**config.mk**
```make
export PLATFORM = sky130hd
export DESIGN_NAME = lane_center_from_mask
export DESIGN_NICKNAME = d
export VERILOG_FILES = /design/src/design/lcfm_pkg.sv /design/src/design/lcfm_div.sv /design/src/design/lcfm_ctrl.sv /design/src/design/lcfm_dp.sv /design/src/design/lane_center_from_mask.sv
export SDC_FILE = /design/constraint.sdc
export NUM_CORES = 1
export LEC_CHECK = 0
export BUFFER_PORTS_ARGS = -buffer_cell sky130_fd_sc_hd__buf_2
export CORE_ASPECT_RATIO = 1.4
export CORE_MARGIN = 5
export CORE_UTILIZATION = 40
export DETAILED_ROUTE_END_ITERATION = 8
export GPL_ROUTABILITY_DRIVEN = 0
export GPL_TIMING_DRIVEN = 1
export PLACE_DENSITY = 0.64
export SYNTH_ARGS = -nofsm -noshare
export SYNTH_HDL_FRONTEND = slang
export SYNTH_HIERARCHICAL = 1
export SYNTH_SLANG_ARGS = --single-unit
```
**constraint.sdc**
```tcl
create_clock -name clk -period 10.1 [get_ports clk]
set_input_delay 0.505 -clock clk [delete_from_list [all_inputs] [get_ports clk]]
set_output_delay 0.505 -clock clk [all_outputs]
set_load 0.01 [all_outputs]
```
**src/design/lcfm_pkg.sv**
```systemverilog
// ----------------------------------------------------------------------------
// lcfm_pkg
// Shared constants, codes and controller/datapath interface types for the
// lane centre finder.
// ----------------------------------------------------------------------------
package lcfm_pkg;

  localparam int DEF_MAX_WIDTH  = 1024;
  localparam int DEF_MAX_HEIGHT = 1024;

  localparam int CFG_W      = 11;
  localparam int APB_AW     = 3;
  localparam int APB_DW     = 32;
  localparam int REG_SEL_BIT = 2;

  localparam logic [CFG_W-1:0] WIDTH_RESET  = 11'd640;
  localparam logic [CFG_W-1:0] HEIGHT_RESET = 11'd480;

  // register index, taken from paddr[REG_SEL_BIT]
  localparam logic REG_WIDTH_IDX  = 1'b0;
  localparam logic REG_HEIGHT_IDX = 1'b1;

  localparam int COORD_W = 10;
  localparam int HITS_W  = 11;

  typedef enum logic [1:0] {
    OP_LX = 2'd0,
    OP_RX = 2'd1,
    OP_LY = 2'd2,
    OP_RY = 2'd3
  } op_t;

  typedef struct packed {
    logic pix_en;
    logic div_start;
    logic q_store;
    logic out_load;
    op_t  op;
  } ctrl_cmd_t;

  typedef struct packed {
    logic frame_end;
    logic counts_nonzero;
    logic div_busy;
    logic div_done;
    logic out_free;
  } dp_status_t;

endpackage

```
**src/design/lcfm_div.sv**
```systemverilog
// ----------------------------------------------------------------------------
// lcfm_div
// Restoring divider, one quotient bit per cycle, MSB first.
// ----------------------------------------------------------------------------
module lcfm_div #(
  parameter int DIVIDEND_W = 21,
  parameter int DIVISOR_W  = 11
) (
  input  logic                  clk,
  input  logic                  rst,
  input  logic                  start,
  input  logic [DIVIDEND_W-1:0] dividend,
  input  logic [DIVISOR_W-1:0]  divisor,
  output logic                  busy,
  output logic                  done,
  output logic [DIVIDEND_W-1:0] quotient
);

  localparam int CNTW = $clog2(DIVIDEND_W);

  logic [DIVIDEND_W-1:0] dq;
  logic [DIVISOR_W-1:0]  rem;
  logic [DIVISOR_W-1:0]  dsr;
  logic [CNTW-1:0]       cnt;
  logic [DIVISOR_W:0]    trial;
  logic [DIVISOR_W:0]    diff;
  logic                  fits;
  logic [DIVISOR_W-1:0]  rem_next;

  always_comb begin
    trial    = {rem, dq[DIVIDEND_W-1]};
    fits     = trial >= {1'b0, dsr};
    diff     = trial - {1'b0, dsr};
    rem_next = fits ? diff[DIVISOR_W-1:0] : trial[DIVISOR_W-1:0];
  end

  always_ff @(posedge clk) begin
    if (rst) begin
      busy <= 1'b0;
      done <= 1'b0;
      cnt  <= '0;
    end else begin
      done <= 1'b0;
      if (start) begin
        busy <= 1'b1;
        cnt  <= '0;
      end else if (busy) begin
        cnt <= cnt + CNTW'(1);
        if (cnt == CNTW'(DIVIDEND_W - 1)) begin
          busy <= 1'b0;
          done <= 1'b1;
        end
      end
    end
  end

  always_ff @(posedge clk) begin
    if (start) begin
      dq  <= dividend;
      dsr <= divisor;
      rem <= '0;
    end else if (busy) begin
      dq  <= {dq[DIVIDEND_W-2:0], fits};
      rem <= rem_next;
    end
  end

  assign quotient = dq;

`ifndef SYNTHESIS
  a_start_busy: assert property (@(posedge clk) disable iff (rst) start |=> busy)
    else $error("divider did not start");
`endif

endmodule

```
**src/design/lcfm_ctrl.sv**
```systemverilog
// ----------------------------------------------------------------------------
// lcfm_ctrl
// Controller: runs the pixel scan, sequences the four frame-end divisions
// (none when a side has no hits) and hands the result to the output register.
// ----------------------------------------------------------------------------
module lcfm_ctrl (
  input  logic                   clk,
  input  logic                   rst,
  input  lcfm_pkg::dp_status_t   status,
  output lcfm_pkg::ctrl_cmd_t    cmd
);
  import lcfm_pkg::*;

  typedef enum logic [3:0] {
    ST_RUN   = 4'b0001,
    ST_START = 4'b0010,
    ST_WAIT  = 4'b0100,
    ST_EMIT  = 4'b1000
  } state_t;

  state_t state, state_next;
  op_t    op, op_next;

  always_comb begin
    state_next = state;
    op_next    = op;
    cmd        = '0;
    cmd.op     = op;
    unique case (state)
      ST_RUN: begin
        cmd.pix_en = 1'b1;
        if (status.frame_end) begin
          op_next    = OP_LX;
          state_next = status.counts_nonzero ? ST_START : ST_EMIT;
        end
      end
      ST_START: begin
        cmd.div_start = 1'b1;
        state_next    = ST_WAIT;
      end
      ST_WAIT: begin
        if (status.div_done) begin
          cmd.q_store = 1'b1;
          unique case (op)
            OP_LX: begin op_next = OP_RX; state_next = ST_START; end
            OP_RX: begin op_next = OP_LY; state_next = ST_START; end
            OP_LY: begin op_next = OP_RY; state_next = ST_START; end
            OP_RY: state_next = ST_EMIT;
            default: state_next = ST_EMIT;
          endcase
        end
      end
      ST_EMIT: begin
        if (status.out_free) begin
          cmd.out_load = 1'b1;
          state_next   = ST_RUN;
        end
      end
      default: state_next = ST_RUN;
    endcase
  end

  always_ff @(posedge clk) begin
    if (rst) begin
      state <= ST_RUN;
      op    <= OP_LX;
    end else begin
      state <= state_next;
      op    <= op_next;
    end
  end

`ifndef SYNTHESIS
  a_start_idle: assert property (@(posedge clk) disable iff (rst)
    cmd.div_start |-> !status.div_busy)
    else $error("division started while divider busy");
  a_done_wait: assert property (@(posedge clk) disable iff (rst)
    status.div_done |-> state == ST_WAIT)
    else $error("divider finished outside wait state");
`endif

endmodule

```
**src/design/lcfm_dp.sv**
```systemverilog
// ----------------------------------------------------------------------------
// lcfm_dp
// Datapath: raster counters, per-row hit search, frame accumulators,
// frame-end snapshot, divider, midpoint and output register.
// ----------------------------------------------------------------------------
module lcfm_dp #(
  parameter int MAX_WIDTH  = lcfm_pkg::DEF_MAX_WIDTH,
  parameter int MAX_HEIGHT = lcfm_pkg::DEF_MAX_HEIGHT
) (
  input  logic                          clk,
  input  logic                          rst,
  input  logic [lcfm_pkg::CFG_W-1:0]    frame_width,
  input  logic [lcfm_pkg::CFG_W-1:0]    frame_height,
  input  logic                          pixel_valid,
  input  logic                          pixel_on,
  input  logic                          result_ready,
  input  lcfm_pkg::ctrl_cmd_t           cmd,
  output lcfm_pkg::dp_status_t          status,
  output logic                          result_valid,
  output logic [lcfm_pkg::COORD_W-1:0]  center_x,
  output logic [lcfm_pkg::COORD_W-1:0]  center_y,
  output logic [lcfm_pkg::HITS_W-1:0]   left_hits,
  output logic [lcfm_pkg::HITS_W-1:0]   right_hits,
  output logic                          center_valid
);
  import lcfm_pkg::*;

  localparam int CW    = $clog2(MAX_WIDTH);
  localparam int RW    = (MAX_HEIGHT > 1) ? $clog2(MAX_HEIGHT) : 1;
  localparam int WW    = $clog2(MAX_WIDTH + 1);
  localparam int HW    = $clog2(MAX_HEIGHT + 1);
  localparam int CMPW  = CW + 1;
  localparam int RCMPW = RW + 1;
  localparam int SXW   = CW + HW;
  localparam int SYW   = RW + HW;
  localparam int DVW   = (SXW > SYW) ? SXW : SYW;

  logic [WW-1:0]  w_eff;
  logic [HW-1:0]  h_eff;
  logic [WW-1:0]  centre;

  logic [CW-1:0]  col, col_next;
  logic [RW-1:0]  row, row_next;
  logic [CW-1:0]  left_col, left_col_next;
  logic           left_seen, left_seen_next;
  logic           right_seen, right_seen_next;
  logic [SXW-1:0] lsx, lsx_next, rsx, rsx_next;
  logic [SYW-1:0] lsy, lsy_next, rsy, rsy_next;
  logic [HW-1:0]  lc, lc_next, rc, rc_next;

  logic           accept;
  logic           hit_right, hit_left, row_end, last_row, frame_end;
  logic [CW-1:0]  lcol_cur;
  logic           lseen_cur;

  logic [SXW-1:0] s_lsx, s_rsx;
  logic [SYW-1:0] s_lsy, s_rsy;
  logic [HW-1:0]  s_lc, s_rc;
  logic           s_valid;

  logic [DVW-1:0] div_dividend, div_quotient;
  logic [HW-1:0]  div_divisor;
  logic           div_busy, div_done;

  logic [CW-1:0]  lx, rx;
  logic [RW-1:0]  ly, ry;
  logic [CW:0]    sum_x;
  logic [RW:0]    sum_y;

  always_comb begin
    if (frame_width < CFG_W'(2)) begin
      w_eff = WW'(2);
    end else if (32'(frame_width) > MAX_WIDTH) begin
      w_eff = WW'(MAX_WIDTH);
    end else begin
      w_eff = WW'(frame_width);
    end
    if (frame_height < CFG_W'(1)) begin
      h_eff = HW'(1);
    end else if (32'(frame_height) > MAX_HEIGHT) begin
      h_eff = HW'(MAX_HEIGHT);
    end else begin
      h_eff = HW'(frame_height);
    end
    centre = w_eff >> 1;
  end

  assign accept = pixel_valid & cmd.pix_en;

  always_comb begin
    hit_right = pixel_on && (CMPW'(col) >= CMPW'(centre)) && !right_seen;
    hit_left  = pixel_on && (CMPW'(col) <= CMPW'(centre));
    row_end   = !((CMPW'(col) + CMPW'(1)) < CMPW'(w_eff));
    last_row  = !((RCMPW'(row) + RCMPW'(1)) < RCMPW'(h_eff));
    frame_end = accept && row_end && last_row;
    lcol_cur  = hit_left ? col : left_col;
    lseen_cur = left_seen | hit_left;

    col_next        = col;
    row_next        = row;
    left_col_next   = left_col;
    left_seen_next  = left_seen;
    right_seen_next = right_seen;
    lsx_next        = lsx;
    lsy_next        = lsy;
    lc_next         = lc;
    rsx_next        = rsx;
    rsy_next        = rsy;
    rc_next         = rc;

    if (accept) begin
      if (hit_right) begin
        right_seen_next = 1'b1;
        rsx_next        = rsx + SXW'(col);
        rsy_next        = rsy + SYW'(row);
        rc_next         = rc + HW'(1);
      end
      left_col_next  = lcol_cur;
      left_seen_next = lseen_cur;
      if (row_end) begin
        if (lseen_cur) begin
          lsx_next = lsx + SXW'(lcol_cur);
          lsy_next = lsy + SYW'(row);
          lc_next  = lc + HW'(1);
        end
        left_seen_next  = 1'b0;
        right_seen_next = 1'b0;
        left_col_next   = '0;
        col_next        = '0;
        row_next        = last_row ? '0 : row + RW'(1);
      end else begin
        col_next = col + CW'(1);
      end
    end
  end

  always_ff @(posedge clk) begin
    if (rst) begin
      col        <= '0;
      row        <= '0;
      left_col   <= '0;
      left_seen  <= 1'b0;
      right_seen <= 1'b0;
      lsx        <= '0;
      lsy        <= '0;
      lc         <= '0;
      rsx        <= '0;
      rsy        <= '0;
      rc         <= '0;
    end else begin
      col        <= col_next;
      row        <= row_next;
      left_col   <= left_col_next;
      left_seen  <= left_seen_next;
      right_seen <= right_seen_next;
      if (frame_end) begin
        lsx <= '0;
        lsy <= '0;
        lc  <= '0;
        rsx <= '0;
        rsy <= '0;
        rc  <= '0;
      end else begin
        lsx <= lsx_next;
        lsy <= lsy_next;
        lc  <= lc_next;
        rsx <= rsx_next;
        rsy <= rsy_next;
        rc  <= rc_next;
      end
    end
  end

  always_ff @(posedge clk) begin
    if (frame_end) begin
      s_lsx   <= lsx_next;
      s_lsy   <= lsy_next;
      s_lc    <= lc_next;
      s_rsx   <= rsx_next;
      s_rsy   <= rsy_next;
      s_rc    <= rc_next;
      s_valid <= (lc_next != '0) && (rc_next != '0);
    end
  end

  always_comb begin
    unique case (cmd.op)
      OP_LX: begin div_dividend = DVW'(s_lsx); div_divisor = s_lc; end
      OP_RX: begin div_dividend = DVW'(s_rsx); div_divisor = s_rc; end
      OP_LY: begin div_dividend = DVW'(s_lsy); div_divisor = s_lc; end
      OP_RY: begin div_dividend = DVW'(s_rsy); div_divisor = s_rc; end
      default: begin div_dividend = DVW'(s_lsx); div_divisor = s_lc; end
    endcase
  end

  lcfm_div #(
    .DIVIDEND_W (DVW),
    .DIVISOR_W  (HW)
  ) u_div (
    .clk      (clk),
    .rst      (rst),
    .start    (cmd.div_start),
    .dividend (div_dividend),
    .divisor  (div_divisor),
    .busy     (div_busy),
    .done     (div_done),
    .quotient (div_quotient)
  );

  always_ff @(posedge clk) begin
    if (cmd.q_store) begin
      unique case (cmd.op)
        OP_LX: lx <= div_quotient[CW-1:0];
        OP_RX: rx <= div_quotient[CW-1:0];
        OP_LY: ly <= div_quotient[RW-1:0];
        OP_RY: ry <= div_quotient[RW-1:0];
        default: lx <= div_quotient[CW-1:0];
      endcase
    end
  end

  assign sum_x = {1'b0, lx} + {1'b0, rx};
  assign sum_y = {1'b0, ly} + {1'b0, ry};

  always_ff @(posedge clk) begin
    if (rst) begin
      result_valid <= 1'b0;
    end else if (cmd.out_load) begin
      result_valid <= 1'b1;
    end else if (result_ready) begin
      result_valid <= 1'b0;
    end
  end

  always_ff @(posedge clk) begin
    if (cmd.out_load) begin
      center_x     <= s_valid ? COORD_W'(sum_x >> 1) : '0;
      center_y     <= s_valid ? COORD_W'(sum_y >> 1) : '0;
      left_hits    <= HITS_W'(s_lc);
      right_hits   <= HITS_W'(s_rc);
      center_valid <= s_valid;
    end
  end

  always_comb begin
    status.frame_end      = frame_end;
    status.counts_nonzero = (lc_next != '0) && (rc_next != '0);
    status.div_busy       = div_busy;
    status.div_done       = div_done;
    status.out_free       = !result_valid || result_ready;
  end

`ifndef SYNTHESIS
  a_load_free: assert property (@(posedge clk) disable iff (rst)
    cmd.out_load |-> (!result_valid || result_ready))
    else $error("result register overwritten");
  a_invalid_zero: assert property (@(posedge clk) disable iff (rst)
    (result_valid && !center_valid) |-> (center_x == '0 && center_y == '0))
    else $error("invalid result with nonzero centre");
`endif

endmodule

```
**src/design/lane_center_from_mask.sv**
```systemverilog
// ----------------------------------------------------------------------------
// lane_center_from_mask
// Lane centre finder on a binary mask streamed one pixel per transaction.
// ----------------------------------------------------------------------------
// Pixel channel (pixel_valid/pixel_ready/pixel_on) takes the mask in raster
// order, one pixel per cycle while scanning. Per row the nearest set pixel at
// or right of the centre column and at or left of it are found and summed.
// After the last pixel of the frame one result transaction leaves on the
// result channel: mean-point midpoint, hit counts and a valid flag.
// Frame end: four sequential divisions in one shared bit-serial divider whose
// dividend is the accumulator width (21 bits at default sizes); then the
// result is offered. With a side lacking hits the divisions are skipped and
// the result is offered directly. pixel_ready is low from frame end until
// the result is loaded and otherwise high, one pixel per cycle.
// A waiting result does not stop the next frame's pixels; only a new frame
// end holds off until the receiver has taken the previous result.
// APB port: frame_width at 0x0, frame_height at 0x4, write only while idle.
// Synchronous reset restores 640x480 and clears all counters.
// ----------------------------------------------------------------------------
module lane_center_from_mask #(
  parameter int MAX_WIDTH  = lcfm_pkg::DEF_MAX_WIDTH,
  parameter int MAX_HEIGHT = lcfm_pkg::DEF_MAX_HEIGHT
) (
  input  logic                          clk,
  input  logic                          rst,
  input  logic                          psel,
  input  logic                          penable,
  input  logic                          pwrite,
  input  logic [lcfm_pkg::APB_AW-1:0]   paddr,
  input  logic [lcfm_pkg::APB_DW-1:0]   pwdata,
  output logic [lcfm_pkg::APB_DW-1:0]   prdata,
  output logic                          pready,
  input  logic                          pixel_valid,
  output logic                          pixel_ready,
  input  logic                          pixel_on,
  output logic                          result_valid,
  input  logic                          result_ready,
  output logic [lcfm_pkg::COORD_W-1:0]  center_x,
  output logic [lcfm_pkg::COORD_W-1:0]  center_y,
  output logic [lcfm_pkg::HITS_W-1:0]   left_hits,
  output logic [lcfm_pkg::HITS_W-1:0]   right_hits,
  output logic                          center_valid
);
  import lcfm_pkg::*;

  logic [CFG_W-1:0] frame_width;
  logic [CFG_W-1:0] frame_height;
  ctrl_cmd_t        cmd;
  dp_status_t       status;

  assign pready = 1'b1;

  always_ff @(posedge clk) begin
    if (rst) begin
      frame_width  <= WIDTH_RESET;
      frame_height <= HEIGHT_RESET;
    end else if (psel && penable && pwrite) begin
      if (paddr[REG_SEL_BIT] == REG_HEIGHT_IDX) begin
        frame_height <= pwdata[CFG_W-1:0];
      end else begin
        frame_width <= pwdata[CFG_W-1:0];
      end
    end
  end

  always_comb begin
    if (paddr[REG_SEL_BIT] == REG_WIDTH_IDX) begin
      prdata = APB_DW'(frame_width);
    end else begin
      prdata = APB_DW'(frame_height);
    end
  end

  assign pixel_ready = cmd.pix_en;

  lcfm_ctrl u_ctrl (
    .clk    (clk),
    .rst    (rst),
    .status (status),
    .cmd    (cmd)
  );

  lcfm_dp #(
    .MAX_WIDTH  (MAX_WIDTH),
    .MAX_HEIGHT (MAX_HEIGHT)
  ) u_dp (
    .clk          (clk),
    .rst          (rst),
    .frame_width  (frame_width),
    .frame_height (frame_height),
    .pixel_valid  (pixel_valid),
    .pixel_on     (pixel_on),
    .result_ready (result_ready),
    .cmd          (cmd),
    .status       (status),
    .result_valid (result_valid),
    .center_x     (center_x),
    .center_y     (center_y),
    .left_hits    (left_hits),
    .right_hits   (right_hits),
    .center_valid (center_valid)
  );

endmodule
```
==> results of run 1 <==
[metrics by stage]
step / power (mW) / hold slack [ns] / area, um2
finish: 3.52 / 0.233 / 23000
global route: 3.65 / 0.229 / 23000
CTS: 3.56 / 0.210 / 23000
detailed placement: 1.92 / 0.437 / 21600
global placement: 1.92 / 0.439 / 21600
floorplan: 1.89 / 0.420 / 20800
[per-layer routing]
| layer | wire, um | track usage, % | vias up |
|---|---|---|---|
| li1 | - | - | 6876 |
| met2 | 23900 | 29.3 | 263 |
| met4 | 1550 | 6.08 | 0 |
| met5 | 0 | 0 | - |
| met1 | 18300 | 18.2 | 6750 |
| met3 | 1640 | 2.12 | 79 |
[critical path: stages, from the launching register on]
cell	delay (ns)
dfxtp_1	0.38
nor3_1	0.32
nand3_1	0.11
o21ai_0	0.21
nand2_1	0.14
ha_1	0.33
a211o_1	0.12
o211ai_1	0.10
a211oi_2	0.55
nor2_1	0.07
o21ai_0	0.16
buf_4	0.23
mux2_2	0.20
ha_1	0.16
inv_1	0.06
fa_1	0.40
nor2b_1	0.12
o21ai_0	0.11
a21boi_0	0.28
o21ai_0	0.23
a211o_1	0.37
a21oi_2	0.35
a31o_2	0.22
nand2_1	0.05
[cell type report]
class / instances / area (um2)
timing repair buffer: 92 / 503
sequential: 407 / 10400
fill: 4683 / 28200
clock buffer: 51 / 1080
inverter: 93 / 349
tap: 650 / 813
clock inverter: 23 / 359
multi-input combinational: 1317 / 9570
[power by group]
part / leakage [nW] / total (mW) / internal [mW] / switching (mW)
clock: 0.691 / 1.64 / 0.996 / 0.639
combinational: 4.60 / 0.134 / 0.0521 / 0.0817
sequential: 3.28 / 1.75 / 1.74 / 0.0114
[state kept, by name, indices dropped and copies added (netlist names), 21 cells and up]
signal / count
u_dp/rsx: 21
u_dp/u_div/quotient: 21
u_dp/lsy: 21
u_dp/lsx: 21
u_dp/s_rsx: 21
u_dp/s_rsy: 21
u_dp/s_lsx: 21
u_dp/rsy: 21
u_dp/s_lsy: 21
[layout by cell type (no fill, tap or decap), types with 9 or more instances in the layout]
cell	instances
nor3_1	33
or3_1	13
mux4_2	21
ha_1	110
nand3_1	35
nor4_1	11
nor3b_1	10
nor2b_1	104
xnor2_1	73
buf_4	17
nor2_1	126
edfxtp_1	222
nand2_1	176
buf_2	75
o211ai_1	11
inv_1	90
dfxtp_1	184
a211oi_1	13
mux2_2	51
nand2b_1	38
and3_1	20
o2111ai_1	11
o21ai_0	73
a22oi_1	15
o21a_1	14
mux2i_1	29
conb_1	22
nand4_1	18
a21oi_1	69
a21o_1	16
clkbuf_16	41
xor2_1	47
bufinv_16	9
[worst min-delay path by stage]
| stage | endpoint | slack [ns] | depth (start not counted) |
|---|---|---|---|
| CTS | frame_width[8]$_SDFFE_PP0P_ | 0.21 | 3 |
| global route | frame_width[8]$_SDFFE_PP0P_ | 0.23 | 3 |
| finish | frame_width[8]$_SDFFE_PP0P_ | 0.23 | 3 |
| global placement | u_dp/left_col[1]$_SDFFE_PP0P_ | 0.44 | 2 |
| floorplan | u_dp/right_hits[0]$_DFFE_PP_ | 0.42 | 0 |
| detailed placement | u_dp/right_hits[8]$_DFFE_PP_ | 0.44 | 0 |
==> reports/summary.txt, run 1 <==
Layout cell share with drive strength beyond 1: 14.3%
Final period util: 55.1%
Lkg Pwr: 8.57 nW
Syn-to-layout area delta: 11.2%
Register-to-Register Path Depth: 23
Worst reg2reg path endpoint: u_dp/s_lsx[16]$_DFFE_PP_
Data arrival, critical path: 5.84 ns
Min Tclk post-route: 5.57 ns
First-pass GRT wire length: 73200 um
Endpoints failing setup: 0
Fin util: 45.0%
CTS tree: built
Dpl cells: 2559
Hold Startpoint: pwdata[8]
Sink Count: 407
End point of the critical path: u_dp/s_lsx[16]$_DFFE_PP_
H-Tree Depth: 2
CP endpoint kind: register
Core Box Area: 51300 um2
Die Width: 202 um
Max-Cap Viols: 0
CP Class: register to register
Drt drc: 0
Top-Level Pins: 121
Syn Std Cell Area: 20700 um2
Final ANT Viol Nets: 0
Gr usage total: 15.7%
Final Slew Violations: 0
RSZ-0062 raised after global routing: false
Drt first pass iters: 6
Number of buffers created by CTS: 41
Skew-Pair Late Insertion Delay: 0.55 ns
Routed wire per std cell: 17.2 um
Initial Util: 40.4%
DR vias/cell: 5.30
Clock Path Buffers: 3
CP max FO: 11
Fin cells: 2633
Syn Area/Cell: 11.0 um2
Reg2reg setup slack: 4.53 ns
Peak VDD IR: 0.000114 V
Hold crit path type: primary input to register
Die height: 279 um
Antenna cell count: 0
Drt initial violations: 705
Largest net degree at the start of global routing: 84
Die area: 56500 um2
Layout Skew: 0.0273 ns
Critical Path Source: frame_width[9]$_SDFFE_PP1P_
Outcome: finished clean
Fmax: 180 MHz
Initial antenna violation count: 0
Yosys warns: 6
# resized after CTS: 0
Post-CTS Setup Bufs: 0
Setup TNS Final: 0 ns
Clock-pin slew on the worst setup and hold paths: 0.06 ns
Root buf cell: clkbuf_16
Final WS setup: 4.53 ns
# nets final: 2112
Vias in the first global route: 14100
Total grt overflow: 0
Pre-CTS setup slack: 4.57 ns
Critical R2R Launch: frame_width[9]$_SDFFE_PP1P_
Syn Inst Count: 1889
Worst Max-Slew Pin Slew: 1.11 ns
Hpwl dp: 32700 um
Final Hold Violating Endpoints: 0
Element type at the critical path start: register
Hold_buf cts: 0
Port Buf Inserts: 75
Routed vias: 14000
Routed wire length: 45400 um
Critical Path RT: 10.37 ns
Power Dens Cells: 153 nW/um2
FP Rows: 98
Worst relative slew slack: 25.3%
(Power assumes the default switching activity.)
==> run 2: changes to the inputs <==
==> constraint.sdc (replaced) <==
create_clock -name clk -period 5.78 [get_ports clk]
set_input_delay 0.289 -clock clk [delete_from_list [all_inputs] [get_ports clk]]
set_output_delay 0.289 -clock clk [all_outputs]
set_load 0.01 [all_outputs]
==> reports/summary.txt, run 2 (synthesis gave the netlist of run 1 again) <==
Hpwl dp: 33900 um
Skew-Pair Late Insertion Delay: 0.55 ns
Die area: 56500 um2
Commonest cells after routing, fill and taps aside: edfxtp_1, dfxtp_1, nand2_1, nor2_1, ha_1
Multi-input combinational cell area: 9690 um2
Antenna cell count: 0
Worst Max-Slew Pin Slew: 1.12 ns
Clock-pin slew on the worst setup and hold paths: 0.06 ns
Routed wire per std cell: 17.6 um
Die height: 279 um
Largest net degree at the start of global routing: 81
CTS tree: built
Max-Cap Viols: 0
Power Dens Cells: 268 nW/um2
Hold crit path type: primary input to register
Port Buf Inserts: 75
Drt first pass iters: 5
Routed vias: 14100
Final WS setup: 0.520 ns
Reg area: 10400 um2
Initial Util: 40.4%
Total grt overflow: 0
Critical Path RT: 6.07 ns
Routed wire length: 46400 um
Drt initial violations: 739
Fin util: 45.5%
FP Rows: 98
Core Box Area: 51300 um2
Setup TNS Final: 0 ns
Pre-CTS setup slack: 0.382 ns
Post-CTS Setup Bufs: 0
Syn-to-layout area delta: 12.5%
Leading cell type in the layout, fill and taps excluded: edfxtp_1
Final ANT Viol Nets: 0
Dpl cells: 2565
Layout cell share with drive strength beyond 1: 16.0%
Worst relative slew slack: 24.7%
Final Hold Violating Endpoints: 0
Gr usage total: 16.1%
Min Tclk post-route: 5.26 ns
# nets final: 2119
Fin cells: 2643
CP Class: register to register
Initial antenna violation count: 0
Clock Path Buffers: 3
Final Slew Violations: 0
Data arrival, critical path: 5.55 ns
Sink Count: 407
Top-Level Pins: 121
Number of fillers in the final layout: 4722
Final Power: 6.25 mW
CP max FO: 11
DR vias/cell: 5.35
CP endpoint kind: register
Fmax: 190 MHz
Final period util: 91.0%
Lkg Pwr: 8.65 nW
Vias in the first global route: 14500
H-Tree Depth: 2
Peak VDD IR: 0.000169 V
Outcome: finished clean
Die Width: 202 um
Root buf cell: clkbuf_16
Layout Skew: 0.0192 ns
Number of buffers created by CTS: 42
Endpoints failing setup: 0
RSZ-0062 raised after global routing: false
First-pass GRT wire length: 75100 um
Element type at the critical path start: register
Drt drc: 0
[run 2: cell count changes in the layout (fill, tap and decap cells not counted), sizes merged]
cell / previous run / this run
bufinv: 9 / 7
clkinvlp: 5 / 1
clkbuf: 51 / 59
buf: 92 / 98
clkinv: 10 / 13
inv: 92 / 91
[run 2: critical path, stage by stage (launching register included)]
cell	delay, ns
dfxtp_1	0.35
nor4_2	0.31
nand3_1	0.10
o21ai_0	0.21
nand2_1	0.14
ha_1	0.32
nand4_1	0.15
a2111o_1	0.43
nand2_2	0.17
nor2_1	0.06
o21ai_0	0.15
buf_4	0.23
mux2_2	0.19
ha_1	0.16
inv_1	0.06
fa_1	0.41
nor2b_1	0.12
o21ai_0	0.10
a21boi_0	0.27
o21ai_1	0.17
a211o_1	0.36
a21oi_4	0.26
a31o_2	0.21
nand2_1	0.05
[run 2: power by group]
part           internal [mW]  switching (mW)  leakage (nW)
sequential              3.04          0.0196          3.27
combinational         0.0934           0.145          4.63
clock                   1.83            1.12         0.747
[run 2: layout make-up]
| cell class | instances | share of cell area (%) |
|---|---|---|
| Timing Repair Buffer | 98 | 2.40 |
| Tap cell | 650 | 3.49 |
| Clock inverter | 19 | 1.19 |
| Sequential cell | 407 | 44.5 |
| Inverter | 93 | 1.50 |
| Multi-Input combinational cell | 1317 | 41.5 |
| Clock buffer | 59 | 5.36 |
[run 2: per-stage QoR]
stage	instance area, um2	hold slack [ns]
global route	23300	0.0158
global placement	21800	0.435
floorplan	21000	0.354
detailed placement	21800	0.433
CTS	23300	0.00306
finish	23300	0.0178
[run 2: worst paths after layout]
path | from | end | slack [ns] | depth (start not counted)
worst max-delay path | frame_width[5]$_SDFFE_PP0P_ | u_dp/s_lsx[16]$_DFFE_PP_ | 0.52 | 23
worst min-delay path | pwdata[5] | frame_width[5]$_SDFFE_PP0P_ | 0.02 | 3
worst max register to register | frame_width[5]$_SDFFE_PP0P_ | u_dp/s_lsx[16]$_DFFE_PP_ | 0.52 | 23
worst min register to register | u_dp/s_rc[2]$_DFFE_PP_ | u_dp/right_hits[2]$_DFFE_PP_ | 0.44 | 0
[run 2: layer usage]
layer | vias up | wire length [um] | GRT usage (%)
met2 | 260 | 24100 | 30.2
li1 | 6890 | - | -
met3 | 90 | 1520 | 1.90
met5 | - | 0 | 0
met1 | 6892 | 19000 | 18.6
met4 | 0 | 1870 | 6.65
[run 2: timing repair]
action | CTS | global route
hold buffers | 0 | 0
resized for setup | 0 | 2
setup endpoints to repair | 0 | 8
==> run 3: changes to the inputs <==
--- a/config.mk
+++ b/config.mk
@@ -6,13 +6,14 @@
 export NUM_CORES = 1
 export LEC_CHECK = 0
 export BUFFER_PORTS_ARGS = -buffer_cell sky130_fd_sc_hd__buf_2
+export CAP_MARGIN = 30
 export CORE_ASPECT_RATIO = 1.4
 export CORE_MARGIN = 5
-export CORE_UTILIZATION = 40
+export CORE_UTILIZATION = 45
 export DETAILED_ROUTE_END_ITERATION = 8
 export GPL_ROUTABILITY_DRIVEN = 0
 export GPL_TIMING_DRIVEN = 1
-export PLACE_DENSITY = 0.64
+export PLACE_DENSITY = 0.7
 export SYNTH_ARGS = -nofsm -noshare
 export SYNTH_HDL_FRONTEND = slang
 export SYNTH_HIERARCHICAL = 1
==> reports/summary.txt, run 3 (synthesis gave the netlist of run 1 again) <==
Outcome: finished clean
CP endpoint kind: register
Commonest cells after routing, fill and taps aside: edfxtp_1, dfxtp_1, nand2_1, nor2_1, ha_1
Skew-Pair Late Insertion Delay: 0.55 ns
Initial antenna violation count: 0
Layout cell share with drive strength beyond 1: 15.9%
RSZ-0062 raised after global routing: false
Total grt overflow: 0
Endpoints failing setup: 0
DR vias/cell: 5.42
Reg area: 10400 um2
Root buf cell: clkbuf_16
Die area: 50500 um2
Final Power: 5.94 mW
Drt initial violations: 861
Critical Path RT: 6.07 ns
Lkg Pwr: 8.56 nW
Layout Skew: 0.0187 ns
Drt first pass iters: 5
Power Dens Cells: 256 nW/um2
H-Tree Depth: 2
Routed wire per std cell: 17.4 um
FP Rows: 93
Number of buffers created by CTS: 39
CTS tree: built
Leading cell type in the layout, fill and taps excluded: edfxtp_1
Clock Path Buffers: 3
Multi-input combinational cell area: 9700 um2
Largest net degree at the start of global routing: 92
Final period util: 91.8%
Final Slew Violations: 0
Routed wire length: 45400 um
CP Class: register to register
Clock-pin slew on the worst setup and hold paths: 0.07 ns
Max-Cap Viols: 0
Final Hold Violating Endpoints: 0
Initial Util: 45.2%
First-pass GRT wire length: 73600 um
Element type at the critical path start: register
Peak VDD IR: 0.000184 V
Routed vias: 14100
Data arrival, critical path: 5.60 ns
Drt drc: 0
Fmax: 189 MHz
Top-Level Pins: 121
Min Tclk post-route: 5.30 ns
Hold crit path type: primary input to register
Worst relative slew slack: 30.1%
Setup TNS Final: 0 ns
Gr usage total: 17.8%
Fin util: 50.5%
Number of fillers in the final layout: 4055
Final ANT Viol Nets: 0
Antenna cell count: 0
Sink Count: 407
Worst Max-Slew Pin Slew: 1.05 ns
Die height: 264 um
# nets final: 2118
Vias in the first global route: 14500
Hpwl dp: 32800 um
CP max FO: 11
Port Buf Inserts: 75
Core Box Area: 45800 um2
Syn-to-layout area delta: 11.7%
Die Width: 191 um
## run 3: changes by cell type in the layout (fill, tap and decap cells not counted), sizes merged
cell	before	now
clkbuf	59	51
clkinv	13	15
clkinvlp	1	3
inv	91	92
dlygate4sd3	0	2
bufinv	7	4
## run 3: final timing paths
kind	slack [ns]	start	depth (start not counted)	to
max	0.48	frame_width[5]$_SDFFE_PP0P_	23	u_dp/s_lsx[16]$_DFFE_PP_
min	0.03	pwdata[6]	3	frame_height[6]$_SDFFE_PP1P_
max reg2reg	0.48	frame_width[5]$_SDFFE_PP0P_	23	u_dp/s_lsx[16]$_DFFE_PP_
min reg2reg	0.45	u_dp/s_lc[9]$_DFFE_PP_	0	u_dp/left_hits[9]$_DFFE_PP_
## run 3: final cells by class
class | count | area share, %
clock inverter | 21 | 1.04
clock buffer | 51 | 4.67
inverter | 93 | 1.51
sequential | 407 | 44.8
multi-input combinational | 1317 | 41.9
timing repair buffer | 100 | 2.70
tap | 617 | 3.33
## run 3: layer usage
layer | global-route usage, % | share of wire (%)
met1 | 20.8 | 40
met2 | 32.7 | 52
met3 | 2.23 | 4.2
met4 | 7.24 | 4.1
met5 | 0 | 0
## run 3: power breakdown
part	total (mW)	switching (mW)	leakage, nW	internal [mW]
sequential	3.06	0.0196	3.27	3.04
combinational	0.241	0.145	4.65	0.0960
clock	2.64	1.12	0.642	1.52
## run 3: stage by stage
stage | setup slack [ns] | hold WS (ns) | instance area (um2) | cells
after global placement | 0.445 | 0.439 | 21800 | 2531
final | 0.476 | 0.0290 | 23200 | 2606
after global routing | 0.0471 | 0.0230 | 23200 | 2606
after floorplan | -0.535 | 0.354 | 21000 | 1909
after detailed placement | 0.298 | 0.430 | 21800 | 2532
after CTS | 0.256 | 0.00888 | 23100 | 2606
## run 3: timing repair
item	4_1_cts	5_1_grt
endpoints found under the setup margin	0	21
setup buffers	0	0
hold buffers	2	0
endpoints found under the hold margin	2	0
resized for setup	0	6
## run 3: critical path: stages (launching register included)
cell and delay (ns):
dfxtp_1 0.34, nor4_2 0.30, nand3_1 0.11, o21ai_1 0.16, nand2_1 0.11, ha_1 0.32
nand4_1 0.18, a2111o_1 0.44, nand2_2 0.18, nor2_1 0.07, o21ai_1 0.23, buf_12 0.18
mux2_2 0.17, ha_1 0.18, inv_1 0.06, fa_1 0.41, nor2b_1 0.13, o21ai_0 0.10
a21boi_0 0.27, o21ai_0 0.20, a211o_1 0.39, a21oi_4 0.27, a31o_2 0.22, nand2_1 0.05
